===== src/rtl/core/rcppm_pkg.sv =====
// rcppm_pkg: shared types, register indexes and constants for the RC PPM
// frame generator. No dependencies; every file in rtl/core refers to it.
`timescale 1ns / 1ps

package rcppm_pkg;

  localparam int unsigned MaxChannels = 10;
  // gap, two segments per channel, final sync, pad
  localparam int unsigned NumSegs     = 2 * MaxChannels + 3;
  localparam int unsigned SegW        = $clog2(NumSegs + 1);
  localparam int unsigned ChIdxW      = $clog2(MaxChannels);
  localparam int unsigned ElapsedW    = 20;
  localparam int unsigned AddrW       = 5;

  typedef logic [15:0] width_t;

  localparam width_t CenterWidth = 16'd1500;

  localparam logic ActionTick       = 1'b0;
  localparam logic ActionSetChannel = 1'b1;

  localparam logic [2:0] RegChannelCount = 3'd0;
  localparam logic [2:0] RegSyncWidth    = 3'd1;
  localparam logic [2:0] RegFrameLength  = 3'd2;
  localparam logic [2:0] RegMinFrameGap  = 3'd3;
  localparam logic [2:0] RegInvertOutput = 3'd4;
  localparam logic [2:0] RegMinValue     = 3'd5;
  localparam logic [2:0] RegMaxValue     = 3'd6;

  typedef struct packed {
    logic        action;
    logic [3:0]  channel;
    width_t      width_value;
  } in_req_t;

  typedef struct packed {
    logic ppm_level;
    logic frame_start;
    logic write_accepted;
  } out_rsp_t;

  typedef struct packed {
    logic [3:0] channel_count;
    width_t     sync_width;
    width_t     frame_length;
    width_t     min_frame_gap;
    logic       invert_output;
    width_t     min_value;
    width_t     max_value;
  } cfg_t;

endpackage


===== src/rtl/core/rcppm_cfg_regs.sv =====
// rcppm_cfg_regs: APB-style configuration register file.
// Depends on rcppm_pkg for register indexes and the cfg_t struct.
`timescale 1ns / 1ps

module rcppm_cfg_regs (
  input  logic                        clk_i,
  input  logic                        rst_ni,
  input  logic                        psel,
  input  logic                        penable,
  input  logic                        pwrite,
  input  logic [rcppm_pkg::AddrW-1:0] paddr,
  input  logic [31:0]                 pwdata,
  output logic [31:0]                 prdata,
  output logic                        pready,
  output rcppm_pkg::cfg_t             cfg_o
);

  rcppm_pkg::cfg_t cfg_q, cfg_d;
  logic [2:0]      reg_idx;
  logic            wr_en;

  assign pready  = 1'b1;
  assign reg_idx = paddr[rcppm_pkg::AddrW-1:2];
  assign wr_en   = psel && penable && pwrite && pready;
  assign cfg_o   = cfg_q;

  always_comb begin
    cfg_d = cfg_q;
    if (wr_en) begin
      unique case (reg_idx)
        rcppm_pkg::RegChannelCount: cfg_d.channel_count = pwdata[3:0];
        rcppm_pkg::RegSyncWidth:    cfg_d.sync_width    = pwdata[15:0];
        rcppm_pkg::RegFrameLength:  cfg_d.frame_length  = pwdata[15:0];
        rcppm_pkg::RegMinFrameGap:  cfg_d.min_frame_gap = pwdata[15:0];
        rcppm_pkg::RegInvertOutput: cfg_d.invert_output = pwdata[0];
        rcppm_pkg::RegMinValue:     cfg_d.min_value     = pwdata[15:0];
        rcppm_pkg::RegMaxValue:     cfg_d.max_value     = pwdata[15:0];
        default: ;
      endcase
    end
  end

  always_comb begin
    unique case (reg_idx)
      rcppm_pkg::RegChannelCount: prdata = {28'd0, cfg_q.channel_count};
      rcppm_pkg::RegSyncWidth:    prdata = {16'd0, cfg_q.sync_width};
      rcppm_pkg::RegFrameLength:  prdata = {16'd0, cfg_q.frame_length};
      rcppm_pkg::RegMinFrameGap:  prdata = {16'd0, cfg_q.min_frame_gap};
      rcppm_pkg::RegInvertOutput: prdata = {31'd0, cfg_q.invert_output};
      rcppm_pkg::RegMinValue:     prdata = {16'd0, cfg_q.min_value};
      rcppm_pkg::RegMaxValue:     prdata = {16'd0, cfg_q.max_value};
      default:                    prdata = 32'd0;
    endcase
  end

  always_ff @(posedge clk_i or negedge rst_ni) begin
    if (!rst_ni) begin
      cfg_q.channel_count <= 4'd8;
      cfg_q.sync_width    <= 16'd300;
      cfg_q.frame_length  <= 16'd22500;
      cfg_q.min_frame_gap <= 16'd4000;
      cfg_q.invert_output <= 1'b0;
      cfg_q.min_value     <= 16'd1000;
      cfg_q.max_value     <= 16'd2000;
    end else begin
      cfg_q <= cfg_d;
    end
  end

endmodule


===== src/rtl/core/rcppm_seg_pick.sv =====
// rcppm_seg_pick: finds the first frame segment of nonzero length at or after
// a start index and returns its index and length. Depends on rcppm_pkg.
`timescale 1ns / 1ps

module rcppm_seg_pick (
  input  rcppm_pkg::width_t [rcppm_pkg::MaxChannels-1:0] widths_i,
  input  logic [3:0]                                     count_i,
  input  logic [rcppm_pkg::SegW-1:0]                     start_i,
  input  rcppm_pkg::width_t                              gap_i,
  input  rcppm_pkg::width_t                              sync_i,
  input  rcppm_pkg::width_t                              pad_len_i,
  input  logic                                           pad_nz_i,
  output logic                                           found_o,
  output logic [rcppm_pkg::SegW-1:0]                     seg_o,
  output rcppm_pkg::width_t                              len_o
);

  localparam int unsigned SegW   = rcppm_pkg::SegW;
  localparam int unsigned ChIdxW = rcppm_pkg::ChIdxW;

  logic [SegW-1:0]                     last_seg;
  logic [SegW-1:0]                     seg_m2;
  logic                                sync_nz;
  logic [rcppm_pkg::MaxChannels-1:0]   ch_nz;
  logic [rcppm_pkg::NumSegs-1:0]       nz;
  logic [rcppm_pkg::NumSegs-1:0]       cand;
  logic [ChIdxW-1:0]                   ch_sel;
  rcppm_pkg::width_t                   w_sel;

  // pad segment sits right after the final sync
  assign last_seg = {count_i, 1'b0} + SegW'(2);
  assign sync_nz  = |sync_i;

  for (genvar c = 0; c < rcppm_pkg::MaxChannels; c++) begin : g_ch
    assign ch_nz[c] = widths_i[c] > sync_i;
  end

  for (genvar j = 0; j < rcppm_pkg::NumSegs; j++) begin : g_seg
    if (j == 0) begin : g_gap
      assign nz[j] = |gap_i;
    end else if (j % 2 == 1) begin : g_sync
      assign nz[j] = sync_nz && (SegW'(j) < last_seg);
    end else if ((j - 2) / 2 < rcppm_pkg::MaxChannels) begin : g_idle
      assign nz[j] = (SegW'(j) == last_seg) ? pad_nz_i
                                            : (ch_nz[(j - 2) / 2] && (SegW'(j) < last_seg));
    end else begin : g_pad
      assign nz[j] = (SegW'(j) == last_seg) && pad_nz_i;
    end
    assign cand[j] = nz[j] && (SegW'(j) >= start_i);
  end

  // lowest candidate wins
  always_comb begin
    seg_o = '0;
    for (int j = rcppm_pkg::NumSegs - 1; j >= 0; j--) begin
      if (cand[j]) begin
        seg_o = SegW'(j);
      end
    end
  end

  assign found_o = |cand;
  assign seg_m2  = seg_o - SegW'(2);
  assign ch_sel  = ChIdxW'(seg_m2 >> 1);
  assign w_sel   = (ch_sel < ChIdxW'(rcppm_pkg::MaxChannels)) ? widths_i[ch_sel] : '0;

  always_comb begin
    if (seg_o == '0) begin
      len_o = gap_i;
    end else if (seg_o[0]) begin
      len_o = sync_i;
    end else if (seg_o == last_seg) begin
      len_o = pad_len_i;
    end else begin
      len_o = w_sel - sync_i;
    end
  end

endmodule


===== src/rtl/core/rcppm_engine.sv =====
// rcppm_engine: frame state, staged and active channel widths, and the
// per-request update. Depends on rcppm_pkg and rcppm_seg_pick.
`timescale 1ns / 1ps

module rcppm_engine (
  input  logic                clk_i,
  input  logic                rst_ni,
  input  logic                fire_i,
  input  rcppm_pkg::in_req_t  req_i,
  input  rcppm_pkg::cfg_t     cfg_i,
  output rcppm_pkg::out_rsp_t rsp_o
);

  localparam int unsigned SegW     = rcppm_pkg::SegW;
  localparam int unsigned ElapsedW = rcppm_pkg::ElapsedW;

  rcppm_pkg::width_t [rcppm_pkg::MaxChannels-1:0] staged_q, staged_d;
  rcppm_pkg::width_t [rcppm_pkg::MaxChannels-1:0] active_q, active_d;
  logic [SegW-1:0]     seg_idx_q, seg_idx_d;
  rcppm_pkg::width_t   ticks_q, ticks_d;
  logic [ElapsedW-1:0] elapsed_q, elapsed_d, elapsed_inc;
  logic                level_q, level_d;

  logic [3:0]          n_eff;
  logic [SegW-1:0]     last_seg;
  logic                idle_lvl;
  logic                pad_nz_a;
  rcppm_pkg::width_t   pad_len_a;
  logic                a_found, b_found;
  logic [SegW-1:0]     a_seg, b_seg;
  rcppm_pkg::width_t   a_len, b_len;
  logic                use_a;
  logic                wr_ok;

  assign n_eff    = (cfg_i.channel_count > 4'(rcppm_pkg::MaxChannels))
                  ? 4'(rcppm_pkg::MaxChannels) : cfg_i.channel_count;
  assign last_seg = {n_eff, 1'b0} + SegW'(2);
  assign idle_lvl = cfg_i.invert_output;

  assign pad_nz_a  = ElapsedW'(cfg_i.frame_length) > elapsed_q;
  assign pad_len_a = cfg_i.frame_length - elapsed_q[15:0];

  // continue the current frame
  rcppm_seg_pick u_pick_cur (
    .widths_i  (active_q),
    .count_i   (n_eff),
    .start_i   (seg_idx_q),
    .gap_i     (cfg_i.min_frame_gap),
    .sync_i    (cfg_i.sync_width),
    .pad_len_i (pad_len_a),
    .pad_nz_i  (pad_nz_a),
    .found_o   (a_found),
    .seg_o     (a_seg),
    .len_o     (a_len)
  );

  // open a fresh frame from the staged widths
  rcppm_seg_pick u_pick_new (
    .widths_i  (staged_q),
    .count_i   (n_eff),
    .start_i   ('0),
    .gap_i     (cfg_i.min_frame_gap),
    .sync_i    (cfg_i.sync_width),
    .pad_len_i (cfg_i.frame_length),
    .pad_nz_i  (|cfg_i.frame_length),
    .found_o   (b_found),
    .seg_o     (b_seg),
    .len_o     (b_len)
  );

  assign use_a       = (seg_idx_q != '0) && (seg_idx_q <= last_seg) && a_found;
  assign elapsed_inc = (&elapsed_q) ? elapsed_q : elapsed_q + ElapsedW'(1);
  assign wr_ok       = (req_i.channel < n_eff) && (req_i.width_value >= cfg_i.min_value)
                    && (req_i.width_value <= cfg_i.max_value);

  always_comb begin
    staged_d  = staged_q;
    active_d  = active_q;
    seg_idx_d = seg_idx_q;
    ticks_d   = ticks_q;
    elapsed_d = elapsed_q;
    level_d   = level_q;
    rsp_o     = '0;

    if (req_i.action == rcppm_pkg::ActionSetChannel) begin
      if (wr_ok) begin
        staged_d[req_i.channel[rcppm_pkg::ChIdxW-1:0]] = req_i.width_value;
      end
      rsp_o.write_accepted = wr_ok;
    end else if (ticks_q != '0) begin
      ticks_d   = ticks_q - 16'd1;
      elapsed_d = elapsed_inc;
    end else if (use_a) begin
      ticks_d   = a_len - 16'd1;
      seg_idx_d = a_seg + SegW'(1);
      level_d   = idle_lvl ^ a_seg[0];
      elapsed_d = elapsed_inc;
    end else begin
      rsp_o.frame_start = 1'b1;
      active_d          = staged_q;
      if (b_found) begin
        ticks_d   = b_len - 16'd1;
        seg_idx_d = b_seg + SegW'(1);
        level_d   = idle_lvl ^ b_seg[0];
        elapsed_d = ElapsedW'(1);
      end else begin
        // every segment is empty: hold idle and retry next tick
        ticks_d   = '0;
        seg_idx_d = '0;
        level_d   = idle_lvl;
        elapsed_d = '0;
      end
    end
    rsp_o.ppm_level = level_d;
  end

  always_ff @(posedge clk_i or negedge rst_ni) begin
    if (!rst_ni) begin
      staged_q  <= {rcppm_pkg::MaxChannels{rcppm_pkg::CenterWidth}};
      active_q  <= {rcppm_pkg::MaxChannels{rcppm_pkg::CenterWidth}};
      seg_idx_q <= '0;
      ticks_q   <= '0;
      elapsed_q <= '0;
      level_q   <= 1'b0;
    end else if (fire_i) begin
      staged_q  <= staged_d;
      active_q  <= active_d;
      seg_idx_q <= seg_idx_d;
      ticks_q   <= ticks_d;
      elapsed_q <= elapsed_d;
      level_q   <= level_d;
    end
  end

endmodule


===== src/rtl/core/rc_ppm_frame_generator.sv =====
// rc_ppm_frame_generator: top level with request/result registers, the frame
// engine and the configuration port. Depends on rcppm_pkg and the rcppm_* modules.
`timescale 1ns / 1ps

// RC PPM pulse-train encoder. Each request is either one timing tick or a
// channel-width write; each gives exactly one result with the pin level, a
// frame-start flag and a write-accepted flag. The block takes one request per
// clock cycle at full rate while results are taken; an untaken result keeps the
// next request waiting in the request register. A request passes through the
// request register, then the result register, which holds its result until
// taken. Zero-length segments are skipped per request by a parallel segment
// search over the whole frame. No clearing pass runs after reset.
// Configuration registers sit on the APB port at byte address 4 * index and
// should be written only while no request is in flight.
module rc_ppm_frame_generator (
  input  logic                        clk_i,
  input  logic                        rst_ni,
  input  logic                        in_valid_i,
  output logic                        in_ready_o,
  input  rcppm_pkg::in_req_t          in_req_i,
  output logic                        out_valid_o,
  input  logic                        out_ready_i,
  output rcppm_pkg::out_rsp_t         out_rsp_o,
  input  logic                        psel,
  input  logic                        penable,
  input  logic                        pwrite,
  input  logic [rcppm_pkg::AddrW-1:0] paddr,
  input  logic [31:0]                 pwdata,
  output logic [31:0]                 prdata,
  output logic                        pready
);

  rcppm_pkg::cfg_t     cfg;
  rcppm_pkg::in_req_t  in_q;
  logic                in_valid_q;
  rcppm_pkg::out_rsp_t out_q, rsp;
  logic                out_valid_q;
  logic                fire;

  // process the held request when the result register is free or draining
  assign fire        = in_valid_q && (!out_valid_q || out_ready_i);
  assign in_ready_o  = !in_valid_q || fire;
  assign out_valid_o = out_valid_q;
  assign out_rsp_o   = out_q;

  rcppm_cfg_regs u_cfg (
    .clk_i   (clk_i),
    .rst_ni  (rst_ni),
    .psel    (psel),
    .penable (penable),
    .pwrite  (pwrite),
    .paddr   (paddr),
    .pwdata  (pwdata),
    .prdata  (prdata),
    .pready  (pready),
    .cfg_o   (cfg)
  );

  rcppm_engine u_engine (
    .clk_i  (clk_i),
    .rst_ni (rst_ni),
    .fire_i (fire),
    .req_i  (in_q),
    .cfg_i  (cfg),
    .rsp_o  (rsp)
  );

  always_ff @(posedge clk_i or negedge rst_ni) begin
    if (!rst_ni) begin
      in_valid_q  <= 1'b0;
      out_valid_q <= 1'b0;
    end else begin
      if (in_ready_o) begin
        in_valid_q <= in_valid_i;
      end
      if (fire) begin
        out_valid_q <= 1'b1;
      end else if (out_ready_i) begin
        out_valid_q <= 1'b0;
      end
    end
  end

  always_ff @(posedge clk_i) begin
    if (in_valid_i && in_ready_o) begin
      in_q <= in_req_i;
    end
    if (fire) begin
      out_q <= rsp;
    end
  end

endmodule


===== config.mk =====
export PLATFORM = sky130hd
export DESIGN_NAME = rc_ppm_frame_generator
export DESIGN_NICKNAME = d
export VERILOG_FILES = /design/src/rtl/core/rcppm_pkg.sv /design/src/rtl/core/rcppm_cfg_regs.sv /design/src/rtl/core/rcppm_seg_pick.sv /design/src/rtl/core/rcppm_engine.sv /design/src/rtl/core/rc_ppm_frame_generator.sv
export SDC_FILE = /design/constraint.sdc
export NUM_CORES = 2
export LEC_CHECK = 0
export ABC_CLOCK_PERIOD_IN_PS = 10500
export BUFFER_PORTS_ARGS = -buffer_cell sky130_fd_sc_hd__clkbuf_2
export CORE_UTILIZATION = 25
export CTS_BUF_LIST = sky130_fd_sc_hd__clkbuf_16
export DETAILED_ROUTE_END_ITERATION = 8
export SKIP_LAST_GASP = 1
export SLEW_MARGIN = 20
export SYNTH_ARGS = -nofsm -noshare
export SYNTH_HDL_FRONTEND = slang
export SYNTH_SLANG_ARGS = --single-unit

===== constraint.sdc =====
create_clock -name clk_i -period 10.5 [get_ports clk_i]
set_clock_uncertainty 0.1 [all_clocks]
set_input_delay 1.575 -clock clk_i [delete_from_list [all_inputs] [get_ports clk_i]]
set_output_delay 1.575 -clock clk_i [all_outputs]
set_load 0.03 [all_outputs]

# Word level (Yosys, flattened, before mapping)
# Cells that the tools add are included.
[word_totals]
regBits = 473
inputBits = 65
out_inout_bits = 38
elab_cells = 343
[op_classes]
addsub = 12
order_cmp = 76
n_eq_ne = 19
muxes = 99
bitwise = 5
reduce_logical = 93
[ops]
columns = ["cell", "count"]
rows = [
  ["$gt A16 B16 Y1", 20],
  ["$mux W5", 48],
  ["$mux W16", 14],
  ["$bwmux W160", 1],
  ["$bmux W16 S4", 2],
  ["$pmux W16 S7", 1],
  ["$logic_and A1 B1 Y1", 65],
  ["$demux W16 S4", 1],
  ["$mux W20", 3],
  ["$reduce_or A16 Y1", 3],
  ["$sub A16 B1 Y16 const B", 3],
  ["$sub A16 B16 Y16", 3],
  ["$ge A4 B5 Y1 const A", 8],
  ["$lt A4 B5 Y1 const A", 8],
  ["$reduce_or A38 Y1", 1],
  ["$ge A5 B5 Y1 const A", 7],
  ["$lt A5 B5 Y1 const A", 6],
  ["$mux W1", 28],
  ["$reduce_or A23 Y1", 1],
  ["$add A20 B1 Y20 const B", 1],
  ["$eq A4 B5 Y1 const A", 4],
  ["$eq A5 B5 Y1 const A", 4],
  ["$ge A3 B5 Y1 const A", 4],
  ["$gt A16 B20 Y1", 1],
  ["37 further kinds", 67],
]

# Longest topological paths before layout
[depth]
ltp_word = 40
ltp_mapped = 46
depth_no_buf = 38

# Modules after synthesis
# Synthesis repeated with hierarchy kept, for this count alone.
[hier_totals]
hier_cells = 3538
hier_area_um2 = 37414.6
[by_module_without_submodules]
columns = ["module", "instances", "cells_per_inst", "area_each_um2", "seq_area_each_um2"]
rows = [
  ["rcppm_engine", 1, 1363, 17665.7, 9233.9],
  ["rcppm_seg_pick at u_engine.u_pick_new", 1, 924, 7454.6, 0.0],
  ["rcppm_seg_pick at u_engine.u_pick_cur", 1, 916, 7325.8, 0.0],
  ["rcppm_cfg_regs", 1, 303, 4144.0, 2167.1],
  ["rc_ppm_frame_generator", 1, 32, 824.5, 770.7],
]

# Worst setup path after synthesis
# Ideal clock, no wire load.
[synth_path]
kind = "reg2reg"
startpoint = "reg u_cfg.cfg_q (netlist bit u_cfg.cfg_o[84])"
endpoint = "reg u_engine.ticks_q[14]"
setup_time_ps = 126
arrival_ps = 9472
required_ps = 10274
setup_slack_ps = 802
path_stages_with_launch = 45
n_path_buf = 10
synth_period_minus_slack_ps = 9698
cell_sequence = "dfstp_2 buf_2 clkbuf_1 o21ai_0 nand2_1 clkbuf_1 inv_1 ha_1 buf_4 clkbuf_1 a2111oi_0 and2_1 a221o_1 a31o_2 a211oi_1 o31ai_1 buf_2 buf_2 (+9 left out) inv_1 fa_1 a21o_1 a21oi_1 o21bai_1 a21oi_1 o21bai_1 nand4_1 nand3b_1 xnor2_1 a31oi_1 a2111oi_0 nor2_1 nor3_1 nand3_1 xor2_1 a221oi_1 o21ai_1"
[synth_between]
elab_chain_len = 40
elab_cells_between_ends = 188
cone_classes = "7 x add/sub; 25 x order compare; 13 x eq/ne; 82 x mux; 61 x reduce/logical"
[synth_lines]
columns = ["item", "line_no", "rtl"]
rows = [
  ["from (decl)", "rcppm_cfg_regs.sv:18", "rcppm_pkg::cfg_t cfg_q, cfg_d;"],
  ["from (signal assigned)", "rcppm_cfg_regs.sv:66", "cfg_q <= cfg_d;"],
  ["$gt A4 B4 Y1", "rcppm_engine.sv:35", "assign n_eff = (cfg_i.channel_count > 4'(rcppm_pkg::MaxChannels))"],
  ["$mux W4 *", "rcppm_engine.sv:36", "? 4'(rcppm_pkg::MaxChannels) : cfg_i.channel_count;"],
  ["$add A5 B2 Y5 *", "rcppm_seg_pick.sv:31, rcppm_engine.sv:37", ""],
  ["parallel branches: the longest is 35 deep, another holds $lt A5 B5 Y1", "-", ""],
  ["$mux W16 *", "rcppm_engine.sv:93", "end else if (use_a) begin"],
  ["$mux W16 *", "rcppm_engine.sv:90", "end else if (ticks_q != '0) begin"],
  ["to (signal assigned)", "rcppm_engine.sv:129", "ticks_q <= ticks_d;"],
  ["to (decl)", "rcppm_engine.sv:20", "rcppm_pkg::width_t ticks_q, ticks_d;"],
]
# Mark *: on every way between the ends. The select of a mux whose other input is x is not followed.
# A chain may end at the register's enable or synchronous reset.

# Final worst setup path
[layout_path]
startpoint = "reg u_cfg.cfg_q (netlist bit u_cfg.cfg_o[83])"
endpoint = "reg u_engine.ticks_q[14]"
# Same word-level chain as after synthesis.

==> metrics.md <==
| Metric | Value |
|---|---|
| Largest cells by area after synthesis | dfrtp_1 19%, ha_1 15%, dfstp_2 13% |
| Library cells used by synthesis | 105 |
| Top-area cell type share of the netlist area | 19.4% |
| Worst-margin pin slew | 1280 ps |
| DRT Pass-1 Iters | 7 |
| DRC Markers | 0 |
| Crit. Startpoint | u_cfg.cfg_o[83]$_DFFE_PN0P_ |
| Top post-synthesis cells by count | 421 x ha_1, 342 x mux2_2, 277 x dfrtp_1 |
| Status | completed |
| Final setup vio count | 0 |
| Max-slew violation count | 0 |
| Initial antenna violation count | 8 |
| Initial Util | 25.2% |
| Final wirelength | 139000 um |
| Core area | 142000 sq um |
| Setup crit end kind | register |
| Layout area overhead | 13.6% |
| Mapped Avg Cell Area | 10.2 sq um |
| Hold Buf Count CTS | 0 |
| Post-cts resize count | 0 |
| #FFs+latches synth | 473 |
| H-tree levels | 2 |
| Min-Delay Path Class | register to register |
| Most common cell in the netlist | ha_1 |
| Post-CTS setup buffers | 0 |
| I/O Pins | 103 |
| Sequential area share after synthesis | 34.1% |
| Layout cells sized above 1 | 25.4% |
| Final Hold Viols | 0 |
| Max_slew headroom | 14.9% |
| First-pass GRT wire length | 203000 um |
| Num CTS Buffers | 50 |
| Worst-path maximum fanout | 18 |
| Buffers on Ports | 67 |
| CP max stage delay | 740 ps |
| Warnings from Yosys | 0 |
| Total power | 8.61 mW |
| Clock buffer depth | 3 |
| Full die area | 144000 sq um |
| Number of routed nets with antenna violations | 0 |
| Max VDD drop | 0.236 mV |
| CP Class | register to register |
| CP startpoint kind | register |
| CP required | 10890 ps |
| Mapped Area | 35700 sq um |
| Critical Path AT | 10160 ps |
| Reg2reg end | u_engine.ticks_q[14]$_DFFE_PN0P_ |
| Initial DRC count | 3124 |
| Period utilisation layout | 93.0% |
| Dominant cell type by area after synthesis | dfrtp_1 |
| Fin crit period | 9760 ps |
| Unrepaired setup endpoints after global routing | no |
| Number of global-route vias before repair | 29500 |
| Average wire per standard cell | 25.2 um |
| DP HPWL | 107000 um |
| Critical Path Sink | u_engine.ticks_q[14]$_DFFE_PN0P_ |
| Root Buffer | clkbuf_16 |
| CP max-delay cell | nor2_1 |
| R2R Setup Slk | 740 ps |
| Gr ovfl total | 0 |
| Post-synth EDFFs | 24 |
| Max-Cap Viols | 0 |
| Die width | 380 um |
| Height of the chip | 380 um |
| Setup total negative slack | 0 ps |
| Final net count | 4079 |
| PD cells | 212 nW/um^2 |
| Overall routing resource usage | 18.8% |
| Skew-Pair Late Insertion Delay | 640 ps |
| R2R depth | 34 |
| Leakage power total | 18.0 nW |
| Synth Instances | 3493 |
| CTS tree | done |
| Post-synth top flop | dfrtp_1 |
| Via count | 30400 |
| Via/cell ratio | 5.50 |
| Clk slew on worst S/H paths | 60 ps |
| RR Startpoint | u_cfg.cfg_o[83]$_DFFE_PN0P_ |
| Post-synthesis async set-or-reset flop share | 94.9% |
| FP Rows | 138 |
| Highest clock rate | 102 MHz |
| CTS Sinks | 473 |
| RD Place Congestion | 1.04 |
| Largest net degree at the start of global routing | 153 |
cell usage in the layout, fill, tap and decap left out, types with 23 or more instances in the layout:
cell and n:
xnor2_1 65, nor3_1 62, a21o_1 47, dfstp_2 172, o21ai_0 195, clkbuf_16 51, clkbuf_2 66, buf_4 127
a31oi_1 26, inv_1 150, and3_1 27, dfrtp_1 277, o21a_1 29, a211oi_1 38, a21oi_1 205, nand2_1 223
ha_1 419, edfxtp_1 24, o22ai_1 49, nand2b_1 34, nand4_1 77, a221oi_1 32, nor2_1 144, nand3_1 92
mux4_2 63, nor2b_1 33, mux2_2 342, nor4_1 23, xor2_1 23, mux2i_1 89
logic make-up after synthesis:
family,after synthesis,share of synthesized area (%)
and+or+nand+nor,844,12.2
other,2,0.0210
buffers and inverters,314,3.55
AOI/OAI and AO/OA,851,15.8
xor gates and xnor gates,90,2.21
DFF,473,34.1
muxes,495,17.3
adders and majority gates,424,14.9
flip-flops by register name, indices dropped and copies added (netlist names):
name,count
in_q,21
in_valid_q,1
out_rsp_o,3
out_valid_o,1
u_cfg.cfg_o,85
u_engine.active_q,160
u_engine.elapsed_q,20
u_engine.level_q,1
u_engine.seg_idx_q,5
u_engine.staged_q,160
u_engine.ticks_q,16
power breakdown:
group          switching (mW)  internal, mW
logic                    2.88          1.59
clock network           0.816          1.01
registers               0.256          2.05
per-layer routing:
| metal | vias to the layer above | global-route usage, % | part of all wire, % |
|---|---|---|---|
| met5 | - | 0 | 0.0079 |
| met2 | 1249 | 28.0 | 42 |
| li1 | 13500 | - | - |
| met4 | 2 | 9.68 | 5.9 |
| met3 | 316 | 3.56 | 7.7 |
| met1 | 15400 | 25.6 | 44 |
how the worst min path moves through the flow:
| stage | cells after the start | from | end |
|---|---|---|---|
| 2_1_floorplan | 2 | u_engine.staged_q[144]$_DFFE_PN0P_ | u_engine.active_q[144]$_DFFE_PN0P_ |
| 3_3_place_gp | 2 | u_engine.staged_q[144]$_DFFE_PN0P_ | u_engine.active_q[144]$_DFFE_PN0P_ |
| 3_5_place_dp | 2 | u_engine.staged_q[144]$_DFFE_PN0P_ | u_engine.active_q[144]$_DFFE_PN0P_ |
| 4_1_cts | 2 | u_engine.staged_q[144]$_DFFE_PN0P_ | u_engine.active_q[144]$_DFFE_PN0P_ |
| 5_1_grt | 2 | u_engine.staged_q[144]$_DFFE_PN0P_ | u_engine.active_q[144]$_DFFE_PN0P_ |
| 6_report | 1 | in_valid_q$_DFFE_PN0N_ | out_valid_o$_DFFE_PN0P_ |
worst max-delay path: cells and delay by family, from the launching register on:
| kind | cells | cell delay (ps) |
|---|---|---|
| AOI/OAI and AO/OA | 15 | 3760 |
| muxes | 3 | 1210 |
| xor gates and xnor gates | 2 | 330 |
| buffers and inverters | 4 | 700 |
| adders and majority gates | 4 | 1750 |
| and+or+nand+nor | 6 | 1430 |
| DFF | 1 | 340 |
through the flow:
stage          utilization (%)  instances  cell area [sq um]  setup slack [ps]  hold WS [ps]
2_1_floorplan                -       3508              35800               802           350
3_3_place_gp              27.5       5428              38900              1070           361
3_5_place_dp              27.5       5428              39000               950           367
4_1_cts                   28.6       5522              40600               896           385
5_1_grt                   28.6       5522              40600               376           406
6_report                  28.6       5526              40600               735           388
layout make-up:
class,instances,area (sq um)
Antenna cell,4,10.0
Clock buffer,51,1280
Clock inverter,43,359
Fill cell,14700,101000
Inverter,144,541
Multi-Input combinational cell,2721,22500
Sequential cell,473,12200
Tap cell,1890,2360
Timing Repair Buffer,200,1420
Note: power is estimated with default switching activity, not from simulation.
